**config.mk**
```make
export PLATFORM = sky130hd
export DESIGN_NAME = ipv6_udp_coap_packet_validator
export DESIGN_NICKNAME = d
export VERILOG_FILES = /design/src/hdl/iucv_pkg.sv /design/src/hdl/iucv_front.sv /design/src/hdl/iucv_back.sv /design/src/hdl/ipv6_udp_coap_packet_validator.sv
export SDC_FILE = /design/constraint.sdc
export NUM_CORES = 1
export LEC_CHECK = 0
export BUFFER_PORTS_ARGS = -buffer_cell sky130_fd_sc_hd__buf_2
export CAP_MARGIN = 20
export CORE_MARGIN = 2
export CORE_UTILIZATION = 55
export CTS_BUF_LIST = sky130_fd_sc_hd__clkbuf_4 sky130_fd_sc_hd__clkbuf_8
export DETAILED_ROUTE_END_ITERATION = 6
export PLACE_DENSITY = 0.72
export SETUP_SLACK_MARGIN = 0.5
export SLEW_MARGIN = 15
export SYNTH_ARGS = -nofsm -noshare
export SYNTH_HDL_FRONTEND = slang
export SYNTH_SLANG_ARGS = --single-unit
```
**constraint.sdc**
```tcl
create_clock -name clk -period 24.6 [get_ports clk]
set_input_delay 0 -clock clk [delete_from_list [all_inputs] [get_ports clk]]
set_output_delay 0 -clock clk [all_outputs]
set_load 0.02 [all_outputs]
```
**src/hdl/iucv_pkg.sv**
```systemverilog
// shared types and constants for the ipv6/udp/coap validator
`timescale 1ns / 1ps
`default_nettype none
package iucv_pkg;
  localparam logic [16:0] POS_MAX = 17'd131071;
  localparam logic [16:0] MIN_PACKET = 17'd52;
  localparam logic [16:0] IP_HDR_BYTES = 17'd40;
  localparam logic [7:0] UDP_PROTO = 8'd17;
  localparam logic [7:0] MARKER_BYTE = 8'hFF;
  localparam logic [3:0] EXT_LIMIT = 4'd13;
  localparam logic [15:0] URI_PATH = 16'd11;

  localparam logic [3:0] ST_OK = 4'd0;
  localparam logic [3:0] ST_SHORT = 4'd1;
  localparam logic [3:0] ST_VERSION = 4'd2;
  localparam logic [3:0] ST_NOT_UDP = 4'd3;
  localparam logic [3:0] ST_IP_TRUNC = 4'd4;
  localparam logic [3:0] ST_UDP_LEN = 4'd5;
  localparam logic [3:0] ST_UDP_TRUNC = 4'd6;
  localparam logic [3:0] ST_COAP_SHORT = 4'd7;
  localparam logic [3:0] ST_COAP_HDR = 4'd8;
  localparam logic [3:0] ST_EXT_OPT = 4'd9;
  localparam logic [3:0] ST_OPT_TRUNC = 4'd10;
  localparam logic [3:0] ST_URI = 4'd11;
  localparam logic [3:0] ST_PAYLOAD = 4'd12;

  // finished packet summary passed from front to back
  typedef struct packed {
    logic [16:0] total;
    logic [3:0]  first_error;
    logic [15:0] ip_payload_length;
    logic        saw_both;
    logic [16:0] payload_start;
    logic [15:0] source_port;
    logic [15:0] destination_port;
    logic [15:0] udp_length;
    logic [7:0]  hop_count;
    logic [7:0]  coap_code;
    logic [15:0] message_id;
  } summary_t;

  // result word
  typedef struct packed {
    logic [3:0]  status;
    logic [15:0] source_port;
    logic [15:0] destination_port;
    logic [15:0] udp_length;
    logic [7:0]  hop_count;
    logic [7:0]  coap_code;
    logic [15:0] message_id;
  } result_t;

  function automatic logic [7:0] sensor_char(input logic [3:0] k);
    case (k)
      4'd0: sensor_char = 8'h73;
      4'd1: sensor_char = 8'h65;
      4'd2: sensor_char = 8'h6E;
      4'd3: sensor_char = 8'h73;
      4'd4: sensor_char = 8'h6F;
      4'd5: sensor_char = 8'h72;
      default: sensor_char = 8'h00;
    endcase
  endfunction

  function automatic logic [7:0] data_char(input logic [3:0] k);
    case (k)
      4'd0: data_char = 8'h64;
      4'd1: data_char = 8'h61;
      4'd2: data_char = 8'h74;
      4'd3: data_char = 8'h61;
      default: data_char = 8'h00;
    endcase
  endfunction
endpackage
`default_nettype wire

```
**src/hdl/iucv_front.sv**
```systemverilog
// byte front end: captures header fields and walks coap options
`timescale 1ns / 1ps
`default_nettype none
module iucv_front (
  input  wire                     clk,
  input  wire                     rst,
  input  wire  [7:0]              data_byte,
  input  wire                     last_byte,
  input  wire                     take,
  output logic                    sum_valid,
  output iucv_pkg::summary_t      sum
);
  logic [16:0] byte_position;
  logic [3:0]  first_error;
  logic [15:0] ip_payload_length;
  logic [15:0] sport, dport, ulen, msg_id;
  logic [7:0]  hop, code;
  logic [15:0] option_number;
  logic [3:0]  option_bytes_left;
  logic [3:0]  option_value_index;
  logic [3:0]  match_flags;
  logic [16:0] payload_start;

  logic [16:0] pos_inc;
  logic [16:0] opt_end;
  logic        walk;
  logic [3:0]  err_next;
  logic [15:0] optn_next;
  logic [3:0]  left_next, idx_next, flags_next;
  logic [16:0] pstart_next;
  logic [15:0] ulen_now;
  logic [3:0]  dl, ln;
  logic [15:0] optn_sum;

  assign pos_inc = (byte_position < iucv_pkg::POS_MAX) ? byte_position + 17'd1 : byte_position;
  assign dl = data_byte[7:4];
  assign ln = data_byte[3:0];
  assign optn_sum = option_number + {12'd0, dl};
  assign ulen_now = ulen;
  assign opt_end = iucv_pkg::IP_HDR_BYTES + {1'b0, ulen_now};

  // header checks and option walk for one byte
  always_comb begin
    err_next = first_error;
    optn_next = option_number;
    left_next = option_bytes_left;
    idx_next = option_value_index;
    flags_next = match_flags;
    pstart_next = payload_start;
    if (byte_position == 17'd0 && dl != 4'd6 && err_next == iucv_pkg::ST_OK)
      err_next = iucv_pkg::ST_VERSION;
    if (byte_position == 17'd6 && data_byte != iucv_pkg::UDP_PROTO &&
        err_next == iucv_pkg::ST_OK)
      err_next = iucv_pkg::ST_NOT_UDP;
    if (byte_position == 17'd48 && (data_byte[7:6] != 2'd1 || data_byte[5:4] != 2'd1 ||
        data_byte[3:0] != 4'd0) && err_next == iucv_pkg::ST_OK)
      err_next = iucv_pkg::ST_COAP_HDR;
    walk = byte_position >= iucv_pkg::MIN_PACKET && first_error == iucv_pkg::ST_OK &&
           payload_start == 17'd0 && byte_position < opt_end;
    if (walk) begin
      if (option_bytes_left != 4'd0) begin
        if (match_flags[2] && (option_value_index >= 4'd6 ||
            data_byte != iucv_pkg::sensor_char(option_value_index)))
          flags_next[2] = 1'b0;
        if (match_flags[3] && (option_value_index >= 4'd4 ||
            data_byte != iucv_pkg::data_char(option_value_index)))
          flags_next[3] = 1'b0;
        idx_next = option_value_index + 4'd1;
        left_next = option_bytes_left - 4'd1;
        if (left_next == 4'd0) begin
          flags_next[0] = flags_next[0] | flags_next[2];
          flags_next[1] = flags_next[1] | flags_next[3];
          flags_next[3:2] = 2'b00;
        end
      end else if (data_byte == iucv_pkg::MARKER_BYTE) begin
        pstart_next = byte_position + 17'd1;
      end else if (dl >= iucv_pkg::EXT_LIMIT || ln >= iucv_pkg::EXT_LIMIT) begin
        err_next = iucv_pkg::ST_EXT_OPT;
      end else begin
        optn_next = optn_sum;
        if ({1'b0, byte_position} + 18'd1 + {14'd0, ln} > {1'b0, opt_end}) begin
          err_next = iucv_pkg::ST_OPT_TRUNC;
        end else if (ln != 4'd0) begin
          left_next = ln;
          idx_next = 4'd0;
          if (optn_sum == iucv_pkg::URI_PATH) begin
            if (ln == 4'd6) flags_next[2] = 1'b1;
            if (ln == 4'd4) flags_next[3] = 1'b1;
          end
        end
      end
    end
  end

  // packet state and summary register
  always_ff @(posedge clk) begin
    if (rst) begin
      byte_position <= '0; first_error <= '0; ip_payload_length <= '0;
      sport <= '0; dport <= '0; ulen <= '0; hop <= '0; code <= '0; msg_id <= '0;
      option_number <= '0; option_bytes_left <= '0; option_value_index <= '0;
      match_flags <= '0; payload_start <= '0; sum_valid <= 1'b0;
    end else begin
      sum_valid <= 1'b0;
      if (take) begin
        if (last_byte) begin
          sum_valid <= 1'b1;
          sum.total <= pos_inc;
          sum.first_error <= err_next;
          sum.ip_payload_length <= (byte_position == 17'd4) ? {data_byte, 8'd0} :
            (byte_position == 17'd5) ? {ip_payload_length[15:8], data_byte} : ip_payload_length;
          sum.saw_both <= flags_next[0] & flags_next[1];
          sum.payload_start <= pstart_next;
          sum.source_port <= (byte_position == 17'd40) ? {data_byte, 8'd0} :
            (byte_position == 17'd41) ? {sport[15:8], data_byte} : sport;
          sum.destination_port <= (byte_position == 17'd42) ? {data_byte, 8'd0} :
            (byte_position == 17'd43) ? {dport[15:8], data_byte} : dport;
          sum.udp_length <= (byte_position == 17'd44) ? {data_byte, 8'd0} :
            (byte_position == 17'd45) ? {ulen[15:8], data_byte} : ulen;
          sum.hop_count <= (byte_position == 17'd7) ? data_byte : hop;
          sum.coap_code <= (byte_position == 17'd49) ? data_byte : code;
          sum.message_id <= (byte_position == 17'd50) ? {data_byte, 8'd0} :
            (byte_position == 17'd51) ? {msg_id[15:8], data_byte} : msg_id;
          byte_position <= '0; first_error <= '0; ip_payload_length <= '0;
          sport <= '0; dport <= '0; ulen <= '0; hop <= '0; code <= '0; msg_id <= '0;
          option_number <= '0; option_bytes_left <= '0; option_value_index <= '0;
          match_flags <= '0; payload_start <= '0;
        end else begin
          byte_position <= pos_inc;
          first_error <= err_next;
          option_number <= optn_next;
          option_bytes_left <= left_next;
          option_value_index <= idx_next;
          match_flags <= flags_next;
          payload_start <= pstart_next;
          case (byte_position)
            17'd4: ip_payload_length <= {data_byte, 8'd0};
            17'd5: ip_payload_length[7:0] <= data_byte;
            17'd7: hop <= data_byte;
            17'd40: sport <= {data_byte, 8'd0};
            17'd41: sport[7:0] <= data_byte;
            17'd42: dport <= {data_byte, 8'd0};
            17'd43: dport[7:0] <= data_byte;
            17'd44: ulen <= {data_byte, 8'd0};
            17'd45: ulen[7:0] <= data_byte;
            17'd49: code <= data_byte;
            17'd50: msg_id <= {data_byte, 8'd0};
            17'd51: msg_id[7:0] <= data_byte;
            default: ;
          endcase
        end
      end
    end
  end

  // a summary only ever follows a word that carried the last mark
  assert property (@(posedge clk) disable iff (rst)
    sum_valid |-> $past(take && last_byte)) else $error("summary without last word");
  assert property (@(posedge clk) disable iff (rst)
    (take && last_byte) |=> byte_position == 17'd0) else $error("position not cleared");
  assert property (@(posedge clk) disable iff (rst)
    option_bytes_left == 4'd0 |-> match_flags[3:2] == 2'b00)
    else $error("stale candidate flags");
endmodule
`default_nettype wire

```
**src/hdl/iucv_back.sv**
```systemverilog
// back end: summary queue, final verdict and output register
`timescale 1ns / 1ps
`default_nettype none
module iucv_back (
  input  wire                     clk,
  input  wire                     rst,
  input  wire                     sum_valid,
  input  iucv_pkg::summary_t      sum,
  input  wire  [7:0]              expected_payload_size,
  output logic                    queue_full,
  output logic                    out_valid,
  input  wire                     out_stall,
  output iucv_pkg::result_t       res
);
  // two-entry queue of finished packets
  iucv_pkg::summary_t q [2];
  logic        wr_ptr, rd_ptr;
  logic [1:0]  count;
  logic        pop, push;
  iucv_pkg::summary_t h;
  logic [16:0] qend;
  logic [3:0]  status;
  logic [16:0] plen;

  assign push = sum_valid;
  assign pop = (count != 2'd0) && (!out_valid || !out_stall);
  // front may take a last word only while a slot is free after this edge
  assign queue_full = (count == 2'd2) || (count == 2'd1 && sum_valid && !pop);
  assign h = q[rd_ptr];
  assign qend = iucv_pkg::IP_HDR_BYTES + {1'b0, h.udp_length};

  // final verdict, earliest failing check first
  always_comb begin
    plen = (h.payload_start != 17'd0 && h.payload_start <= qend) ?
           qend - h.payload_start : 17'd0;
    if (h.total < iucv_pkg::MIN_PACKET) status = iucv_pkg::ST_SHORT;
    else if (h.first_error == iucv_pkg::ST_VERSION || h.first_error == iucv_pkg::ST_NOT_UDP)
      status = h.first_error;
    else if (h.total < iucv_pkg::IP_HDR_BYTES + {1'b0, h.ip_payload_length})
      status = iucv_pkg::ST_IP_TRUNC;
    else if (h.udp_length < 16'd8) status = iucv_pkg::ST_UDP_LEN;
    else if (qend > h.total) status = iucv_pkg::ST_UDP_TRUNC;
    else if (h.udp_length < 16'd12) status = iucv_pkg::ST_COAP_SHORT;
    else if (h.first_error != iucv_pkg::ST_OK) status = h.first_error;
    else if (!h.saw_both) status = iucv_pkg::ST_URI;
    else if (plen != {9'd0, expected_payload_size}) status = iucv_pkg::ST_PAYLOAD;
    else status = iucv_pkg::ST_OK;
  end

  always_ff @(posedge clk) begin
    if (push) q[wr_ptr] <= sum;
    if (pop) begin
      res.status <= status;
      res.source_port <= h.source_port;
      res.destination_port <= h.destination_port;
      res.udp_length <= h.udp_length;
      res.hop_count <= h.hop_count;
      res.coap_code <= h.coap_code;
      res.message_id <= h.message_id;
    end
  end

  always_ff @(posedge clk) begin
    if (rst) begin
      wr_ptr <= 1'b0; rd_ptr <= 1'b0; count <= 2'd0; out_valid <= 1'b0;
    end else begin
      if (push) wr_ptr <= ~wr_ptr;
      if (pop) rd_ptr <= ~rd_ptr;
      count <= count + {1'b0, push} - {1'b0, pop};
      if (pop) out_valid <= 1'b1;
      else if (!out_stall) out_valid <= 1'b0;
    end
  end

  assert property (@(posedge clk) disable iff (rst)
    !(push && count == 2'd2)) else $error("queue overflow");
  assert property (@(posedge clk) disable iff (rst)
    pop |=> out_valid) else $error("popped word not shown");
  assert property (@(posedge clk) disable iff (rst)
    count <= 2'd2) else $error("queue count out of range");
endmodule
`default_nettype wire

```
**src/hdl/ipv6_udp_coap_packet_validator.sv**
```systemverilog
// top level of the ipv6/udp/coap packet validator
//
// input channel: one packet byte per word (data_byte, last_byte) under
// in_valid / in_stall; a word is taken when in_valid is high and in_stall low.
// output channel: one result word per packet (status and captured header
// fields) under out_valid / out_stall, given for the word that had last_byte.
// throughput: one byte per cycle while in_stall is low; every byte needs
// only position compares and the option walk, done in the front end in the
// cycle it arrives. the front summary register loads as the last byte is
// taken; the result then passes a queue slot and the result register.
// a two-entry summary queue decouples the two ends; in_stall holds every
// byte while the queue has no room left for another finished packet.
// reset (rst, synchronous) clears all packet state, empties the queue and
// sets expected_payload_size to 12. while out_stall holds, the shown result
// stays put and the front keeps taking bytes until the queue fills.
`timescale 1ns / 1ps
`default_nettype none
module ipv6_udp_coap_packet_validator (
  input  wire         clk,
  input  wire         rst,
  input  wire         in_valid,
  output logic        in_stall,
  input  wire  [7:0]  data_byte,
  input  wire         last_byte,
  input  wire         cfg_we,
  input  wire  [7:0]  cfg_wdata,
  output logic        out_valid,
  input  wire         out_stall,
  output logic [3:0]  status,
  output logic [15:0] source_port,
  output logic [15:0] destination_port,
  output logic [15:0] udp_length,
  output logic [7:0]  hop_count,
  output logic [7:0]  coap_code,
  output logic [15:0] message_id
);
  logic [7:0] expected_payload_size;
  logic queue_full, take, sum_valid;
  iucv_pkg::summary_t sum;
  iucv_pkg::result_t res;

  // configuration register
  always_ff @(posedge clk) begin
    if (rst) expected_payload_size <= 8'd12;
    else if (cfg_we) expected_payload_size <= cfg_wdata;
  end

  assign in_stall = queue_full;
  assign take = in_valid && !in_stall;

  iucv_front u_front (
    .clk(clk), .rst(rst), .data_byte(data_byte), .last_byte(last_byte),
    .take(take), .sum_valid(sum_valid), .sum(sum)
  );

  iucv_back u_back (
    .clk(clk), .rst(rst), .sum_valid(sum_valid), .sum(sum),
    .expected_payload_size(expected_payload_size), .queue_full(queue_full),
    .out_valid(out_valid), .out_stall(out_stall), .res(res)
  );

  assign status = res.status;
  assign source_port = res.source_port;
  assign destination_port = res.destination_port;
  assign udp_length = res.udp_length;
  assign hop_count = res.hop_count;
  assign coap_code = res.coap_code;
  assign message_id = res.message_id;
endmodule
`default_nettype wire

```
== Word level (Yosys, flattened, before mapping) ==
Memories as Yosys holds them, arrays and structs flattened. A register that Yosys moved wholly into a read port is not among the register bits.
Index checks and enable logic that the tools add are counted.

* Add/subtract/negate cells: 12
* Magnitude comparators: 14
* Eq/ne operators: 41
* Muxes and demuxes: 103
* Bitwise gates (word level): 7
* Reductions and logical operators: 73

{| class="wikitable"
|+ Operators with widths
! cell !! number
|-
| 16-bit 2-to-1 mux || 15
|-
| 17-bit by 6-bit equality test with 1-bit output, second input constant || 10
|-
| 8-bit 2-to-1 mux || 18
|-
| 4-bit 2-to-1 mux || 34
|-
| 17-bit 2-to-1 mux || 7
|-
| 8-bit case mux with 2 select lines || 5
|-
| 17-bit by 3-bit equality test with 1-bit output, second input constant || 4
|-
| 6-bit by 16-bit adder with 17-bit output, first input constant || 3
|-
| 7-bit case mux with 5 select lines || 1
|-
| 17-bit zero test || 2
|-
| 17-bit less-than comparator || 2
|-
| 16-bit by 4-bit less-than comparator with 1-bit output, second input constant || 2
|-
| 3-bit nonzero test || 9
|-
| 7-bit case mux with 3 select lines || 1
|-
| 4-bit zero test || 5
|-
| 2-bit AND reduction || 10
|-
| 17-bit by 1-bit adder with 18-bit output, second input constant || 1
|-
| 18-bit by 4-bit adder with 18-bit output || 1
|-
| 18-bit by 17-bit greater-than comparator with 1-bit output || 1
|-
| 17-bit by 1-bit adder with 17-bit output, second input constant || 1
|-
| 17-bit by 6-bit greater-or-equal comparator with 1-bit output, second input constant || 1
|-
| 17-bit greater-than comparator || 1
|-
| 17-bit less-or-equal comparator || 1
|-
| 17-bit less-than comparator, second input constant || 1
|-
| 39 further kinds || 114
|}

* Register bits after elaboration: 395
* Bits in writable memories: 270
* Output and inout port bits: 86
* Logic and storage cells: 301
* Memories: 1

{| class="wikitable"
|+ Memories
! memory !! words !! width !! rd ports !! clocked after Yosys merged registers in !! write ports !! RTL line !! text
|-
| u_back.q || 2 || 135 || 1 || 1 || 1 || iucv_back.sv:16 || <nowiki>iucv_pkg::summary_t q [2];</nowiki>
|}

== Logic depth before layout (Yosys ltp) ==
Gate-level depths: netlist of run 1.

* Depth in word-level cells: 16
* Mapped depth: 24

== By module ==
A second synthesis of run 1 with hierarchy kept.

* Cells, all modules: 2376
* Area total of the unflattened synthesis: 29858.6 µm²

{| class="wikitable"
|+ Modules (own cells, without submodules)
! module !! instances !! cells each !! area each (µm²)
|-
| iucv_back || 1 || 945 || 15268.4
|-
| iucv_front || 1 || 1404 || 14291.2
|-
| ipv6_udp_coap_packet_validator || 1 || 27 || 299.0
|}

== Least setup slack after synthesis of run 1 ==
No wires, ideal clock.

* Path type: register to register
* Start point: reg u_back.out_valid
* End point: reg u_front.sum[0] (netlist name)
* Data arrival time: 10.727 ns
* Data required time: 23.806 ns
* Slack: 13.079 ns
* Stages on the path, launching flop included: 8
* Path buffers: 3
* Period minus slack after synthesis: 11.521 ns
* Path through: dfxtp_1 nand4_1 mux2i_1 or2_2 clkbuf_1 clkbuf_1 clkbuf_1 nor3_1

* Longest elaborated chain between the ends: 9

{| class="wikitable"
|+ Ends and longest elaborated chain
! element !! RTL line !! text
|-
| from (decl) || iucv_back.sv:11 || <nowiki>output logic out_valid,</nowiki>
|-
| from (signal assigned) || iucv_back.sv:65 || <nowiki>wr_ptr <= 1'b0; rd_ptr <= 1'b0; count <= 2'd0; out_valid <= 1'b0;</nowiki>
|-
| from (signal assigned) || iucv_back.sv:70 || <nowiki>if (pop) out_valid <= 1'b1;</nowiki>
|-
| from (signal assigned) || iucv_back.sv:71 || <nowiki>else if (!out_stall) out_valid <= 1'b0;</nowiki>
|-
| 1-bit zero test || iucv_back.sv:26 || <nowiki>assign pop = (count != 2'd0) && (!out_valid || !out_stall);</nowiki>
|-
| 1-bit logical OR || iucv_back.sv:26 ||
|-
| 1-bit logical AND || iucv_back.sv:26 ||
|-
| 1-bit zero test || iucv_back.sv:28 || <nowiki>assign queue_full = (count == 2'd2) || (count == 2'd1 && sum_valid && !pop);</nowiki>
|-
| 1-bit logical AND || iucv_back.sv:28 ||
|-
| 1-bit logical OR || iucv_back.sv:28 ||
|-
| named net in_stall || ipv6_udp_coap_packet_validator.sv:22 || <nowiki>output logic in_stall,</nowiki>
|-
| 1-bit zero test || ipv6_udp_coap_packet_validator.sv:49 || <nowiki>assign take = in_valid && !in_stall;</nowiki>
|-
| 1-bit logical AND || ipv6_udp_coap_packet_validator.sv:49 ||
|-
| 3-bit AND reduction (no source line) || n/a ||
|}

The timed path passes the listed nets, and every way through them passes these cells.
A chain may end at the register's enable or synchronous reset.

==> flow_summary.yaml, run 1 <==
sta:
  max_freq_ghz: 0.178
  whs_ns: 0.0540
  timing.slew.headroom_pct: 21.1
  skew_ns: 0.0548
  tightest_slew_ns: 1.17
  finalHoldViolCount: 0
  period_needed_ns: 5.61
  rsz0062_at_grt: "no"
  setup_viol: 0
  drv_slew: 0
  fin_crit_sh_pct: 22.8
  tns_ns: 0
  setup_ws_ns: 18.99
place:
  dp.cells: 3081
  gp_congestion: 0.886
  dpl.hpwl_mm: 48.0
  post-place-ws_ns: 18.96
  placed_area_um2: 30900
  port_buffers: 107
setup_path:
  crit_buf_inv: 1
  critPathLaunchType: "flip-flop"
  path_class: "flip-flop to flip-flop"
  cp.arrival_ns: 6.06
  cpMaxStageDelayCell: "buf_4"
  reg2reg_to: "u_back.res[80]"
  crit_chain: "buf_4 > mux2_2 > ha_1 > o21ai_0 > o21ai_0 > nand2_1 > or3_1 > nor2_1 > xor2_1 > ha_1 > a21o_1 > a211o_1 > a211o_1 > o31ai_1 > o21ai_0 > a21o_1"
  cp_slowest_stage_delay_ns: 0.77
  worstSetupEndpointType: "flip-flop"
  worstPathRequired_ns: 25.05
  crit_fanout: 58
  r2r_cells: 16
  critPathMostFrequentCell: "o21ai_0"
  cp_top_family: "compound AO/OA/AOI/OAI gates"
  r2r_setup_slack_ns: 18.99
global_routing:
  grt_pass1_wl_mm: 110
  antenna_found_initial: 5
  grt_overflow: 0
  grt_max_degree: 136
  grt_pass1_vias: 19400
  grt_usage_pct: 25.6
min_path:
  min_to: "u_front.byte_position[2]"
  worstHoldStart: "last_byte"
  whs_path_depth: 4
  min_path_type: "primary input to flip-flop"
clock_tree:
  cts.sinks: 666
  cts_root_buf: "clkbuf_8"
  cts-htree-levels: 3
  clock_latency_ns: 0.73
  clkTransAtPathRegs_ns: 0.07
  numCtsBuffers: 102
  cts_tree: "built"
  cts_buffer_depth: 3
synthesis:
  seq_area_frac_synth_pct: 61.3
  syn_inst: 2376
  synth_warnings: 0
  synth_area_um2: 29700
  syn_nets: 2505
  netlist_top_cells_area: "edfxtp_1 (49%), dfxtp_1 (12%), mux2_2 (4.8%), ha_1 (4.4%), nor2_1 (3.2%)"
  synth_ff_type: "edfxtp_1"
  synth_edf_count: 489
  yosysMostFrequentCell: "edfxtp_1"
  synth_common_cells: "edfxtp_1 (489), nor2_1 (255), dfxtp_1 (177)"
  synthArstFlopShare_pct: 0
  yosys.area.top_type_share_pct: 49.4
  synth.distinct_cells: 80
  syn_avg_cell_area_um2: 12.5
  ys_ff_latch: 666
  synth_area_leader_cell: "edfxtp_1"
floorplan:
  core_um2: 53600
  die_height_um: 237
  start_util_pct: 55.5
  num_io_pins: 108
  rows: 85
  die_width_um: 237
  die_area_um2: 55900
routing:
  wl_per_cell_um: 21.7
  dr.pass1.iters: 6
  drt_wl_total_mm: 72.0
  via_count: 19800
  drc: 0
  viasPerCell: 5.97
  drt_iter0_drc: 1873
  drtAntennaViolNets: 0
power_and_ir_drop:
  powerDensity_nw_per_um2: 90.3
  ir_drop_uv: 63.5
  leakagePower_nw: 12.3
  finalPower_mw: 3.03
run_status:
  status: "finished, final reports clean"
final_layout:
  nNetsFinal: 2657
  fillCellCount: 4105
  utilization_pct: 62.7
  drive_above_1_share_pct: 17.9
  area_growth_pct: 12.9
  stdcell_area_um2: 33600
  finalNonFillerCells: 3315
run:
  max_cap_violations: 0
[routing by layer]
layer  track usage (%)  part of all wire, %
met1              35.4                   44
met5                 0                    0
met4              9.11                  2.4
met2              40.2                   46
met3              5.37                  7.3
[layout by cell type (no fill, tap or decap), drive strengths merged, types with 104 or more instances in the layout]
cell type and count:
edfxtp 489, nor2 255, dfxtp 177, clkbuf 141, buf 131, mux2 126, nand2 118, a22oi 111
a21oi 110, ha 104
[worst reg2reg max path, cell delays in order, from the launching register on]
cell and delay (ns):
dfxtp_4 0.76, buf_4 0.78, mux2_2 0.35, ha_1 0.21, o21ai_0 0.08, o21ai_0 0.29
nand2_1 0.16, or3_1 0.44, nor2_1 0.14, xor2_1 0.18, ha_1 0.27, a21o_1 0.19
a211o_1 0.31, a211o_1 0.27, o31ai_1 0.59, o21ai_0 0.19, a21o_1 0.17
[where the power goes]
| group | switching [mW] | internal, mW | total [mW] | leakage, nW |
|---|---|---|---|---|
| Sequential | 0.0482 | 1.34 | 1.38 | 5.95 |
| Clock | 0.445 | 0.559 | 1.00 | 1.20 |
| Combinational | 0.419 | 0.227 | 0.646 | 5.16 |
[what timing repair did]
action,4_1_cts,5_1_grt
hold buffers,36,0
gates resized for setup,0,0
hold endpoints to repair,82,0
buffers inserted,0,0
[area by class of cell]
| cell class | instances | area [µm²] | share of cell area [%] |
|---|---|---|---|
| Antenna cell | 2 | 5.00 | 0.0149 |
| Clock buffer | 140 | 1770 | 5.27 |
| Clock inverter | 53 | 518 | 1.54 |
| Inverter | 71 | 267 | 0.794 |
| Multi-Input combinational cell | 1519 | 10800 | 32.0 |
| Sequential cell | 666 | 18200 | 54.3 |
| Tap cell | 696 | 871 | 2.59 |
| Timing Repair Buffer | 168 | 1160 | 3.46 |
[registers in the layout, summed over array words and instances (netlist names), 17 cells and up, named ones only]
name	cells
u_back.q	270
u_back.res	84
u_front.byte_position	17
u_front.payload_start	17
u_front.sum	135
[cells by family (layout without fill, tap and decap cells)]
family                   after synthesis  count (layout)  synth area share (%)
flip-flops                           666             666                  61.3
AND/OR/NAND/NOR                      650             650                  10.5
AO/OA/AOI/OAI                        453             453                  10.5
multiplexers                         207             207                  7.50
buffers and inverters                191             432                  2.63
adder cells (fa/ha/maj)              107             107                  4.58
XOR/XNOR                             102             102                  3.03
other                                  0               2                     0
[how the worst max path moves through the flow]
stage	slack, ns	endpoint	depth (start not counted)
after CTS	18.97	u_back.res[80]	16
after floorplan	13.08	u_front.sum[0]	7
final	18.99	u_back.res[80]	16
after global routing	18.57	u_back.res[81]	17
after detailed placement	18.96	u_back.res[80]	16
after global placement	19.18	u_back.res[80]	16
No activity file was read; power rests on OpenSTA's default activity.
==> inputs of run 2 (changes only) <==
--- a/config.mk
+++ b/config.mk
@@ -11,7 +11,7 @@
 export CORE_UTILIZATION = 55
 export CTS_BUF_LIST = sky130_fd_sc_hd__clkbuf_4 sky130_fd_sc_hd__clkbuf_8
 export DETAILED_ROUTE_END_ITERATION = 6
-export PLACE_DENSITY = 0.72
+export PLACE_DENSITY = 0.75
 export SETUP_SLACK_MARGIN = 0.5
 export SLEW_MARGIN = 15
 export SYNTH_ARGS = -nofsm -noshare
==> constraint.sdc (replaced) <==
create_clock -name clk -period 5.15 [get_ports clk]
set_input_delay 0 -clock clk [delete_from_list [all_inputs] [get_ports clk]]
set_output_delay 0 -clock clk [all_outputs]
set_load 0.02 [all_outputs]
==> run 2 against run 1 <==
Effect of this change: fmax is 26% higher; clock skew fell by 0.012 ns; worst hold slack improved by 0.066 ns; routed wire length grew 0.54%; register-to-register slack got worse by 18 ns; clock power grew to 4.5 times the previous value; non-clock buffer count rose by 12; final area is 0.25% lower; critical path depth is 3 lower.
==> flow_summary.yaml, run 2 (synthesized netlist as in run 1, its figures left out) <==
routing:
  drt_wl_total_mm: 72.4
  via_count: 20000
  drt_iter0_drc: 1841
  drc: 0
  wl_per_cell_um: 21.8
  dr.pass1.iters: 5
  viasPerCell: 6.01
  drtAntennaViolNets: 0
power_and_ir_drop:
  leakagePower_nw: 12.3
  powerDensity_nw_per_um2: 423
  ir_drop_uv: 366
  finalPower_mw: 14.2
global_routing:
  antenna_found_initial: 2
  grt_pass1_wl_mm: 111
  grt_max_degree: 90
  grt_overflow: 0
  grt_usage_pct: 25.6
  grt_pass1_vias: 19700
setup_path:
  crit_fanout: 10
  worstPathRequired_ns: 5.73
  r2r-start: "u_front.ulen[8]"
  critPathLaunchType: "flip-flop"
  path_class: "flip-flop to flip-flop"
  cp.arrival_ns: 5.02
  worstSetupEndpointType: "flip-flop"
  cp-startpoint: "u_front.ulen[8]"
final_layout:
  stdcell_area_um2: 33500
  mostFrequentLayoutCell: "edfxtp_1"
  largestRegisters: "u_back.q x270, u_front.sum x135, u_back.res x84"
  finalNonFillerCells: 3322
  mostFrequentLayoutCells: "edfxtp_1 (489), nor2_1 (252), dfxtp_1 (176)"
  fillCellCount: 4043
  nNetsFinal: 2668
  drive_above_1_share_pct: 18.2
  largest_reg_flops: 270
  area_growth_pct: 12.7
  top_register: "u_back.q"
clock_tree:
  numCtsBuffers: 101
  clock_latency_ns: 0.73
  cts_root_buf: "clkbuf_8"
  clkTransAtPathRegs_ns: 0.07
  cts_tree: "built"
  cts.sinks: 666
  cts-htree-levels: 3
  cts_buffer_depth: 3
place:
  placed_area_um2: 31000
  post-place-ws_ns: 0.427
  dp.cells: 3100
  dpl.hpwl_mm: 49.1
  gp_congestion: 0.928
  port_buffers: 107
min_path:
  worstHoldStart: "last_byte"
  min_path_type: "primary input to flip-flop"
floorplan:
  start_util_pct: 55.5
  num_io_pins: 108
  core_um2: 53600
  rows: 85
  die_height_um: 237
  die_width_um: 237
  die_area_um2: 55900
sta:
  drv_slew: 0
  setup_ws_ns: 0.711
  rsz0062_at_grt: "no"
  skew_ns: 0.0427
  max_freq_ghz: 0.225
  tightest_slew_ns: 1.04
  timing.slew.headroom_pct: 29.6
  period_needed_ns: 4.44
  fin_crit_sh_pct: 86.2
  finalHoldViolCount: 0
  setup_viol: 0
run_status:
  status: "finished, final reports clean"
run:
  max_cap_violations: 0
==> run 2: cell count changes in the layout (fill, tap and decap cells not counted), moves of 2 or more <==
cell / change
buf_16: -2
dlygate4sd3_1: -6
clkinv_1: +9
clkinvlp_4: -3
clkbuf_4: +15
clkbuf_8: -5
bufinv_16: -5
inv_6: +3
buf_4: +21
nor3_1: -2
clkinv_2: -20
==> run 2: where the power goes <==
group | switching, mW | internal, mW | total, mW
registers | 0.204 | 6.38 | 6.58
clock network | 2.05 | 2.45 | 4.50
logic | 2.01 | 1.07 | 3.09
==> run 2: what timing repair did <==
action / 4_1_cts / 5_1_grt
endpoints found under the hold margin: 111 / 0
endpoints found under the setup margin: 3 / 20
setup buffers: 0 / 1
gates resized for setup: 1 / 4
hold buffers: 30 / 0
gates cloned: 0 / 0
==> run 2: layout make-up <==
class                           instances  area [µm²]  share of cell area, %
Inverter                               71         267                  0.795
Tap cell                              696         871                   2.60
Multi-Input combinational cell       1519       10800                   32.2
Clock buffer                          151        1820                   5.44
Timing Repair Buffer                  180        1210                   3.60
Clock inverter                         38         318                  0.949
Sequential cell                       666       18200                   54.4
Antenna cell                            1        2.50                0.00747
==> run 2: critical path, stage by stage (launching register included) <==
cell       delay, ns
dfxtp_1         0.48
nand4_1         0.19
nor2_1          0.31
nand3_1         0.15
xor2_1          0.49
ha_1            0.35
nand4_1         0.11
nor2_1          0.09
a21oi_1         0.21
o2111ai_1       0.33
a21oi_2         0.47
a41oi_1         0.56
inv_1           0.41
a31oi_1         0.14
==> run 2: final timing paths <==
path	end	slack (ns)	depth (start not counted)
max	u_front.option_number[9]	0.71	13
min	u_front.option_value_index[1]	0.12	4
max reg2reg	u_front.option_number[9]	0.71	13
min reg2reg	u_back.q[1][18]	0.44	0
==> run 2: metal layers <==
metal  up-vias  track usage (%)  wire (µm)
met3       130             5.85       5810
met5         -                0          0
met2       807             40.7      34200
li1       9233                -          -
met4         0             9.40       1900
met1      9800             34.8      30500
==> run 2: metrics by stage <==
step / TNS [ns] / hold WS, ns / utilization, %
3_3_place_gp: 0 / 0.210 / 57.8
6_report: 0 / 0.120 / 62.5
2_1_floorplan: -14.47 / 0.122 / -
3_5_place_dp: 0 / 0.224 / 57.8
5_1_grt: 0 / 0.115 / 62.5
4_1_cts: 0 / 0.0583 / 62.4
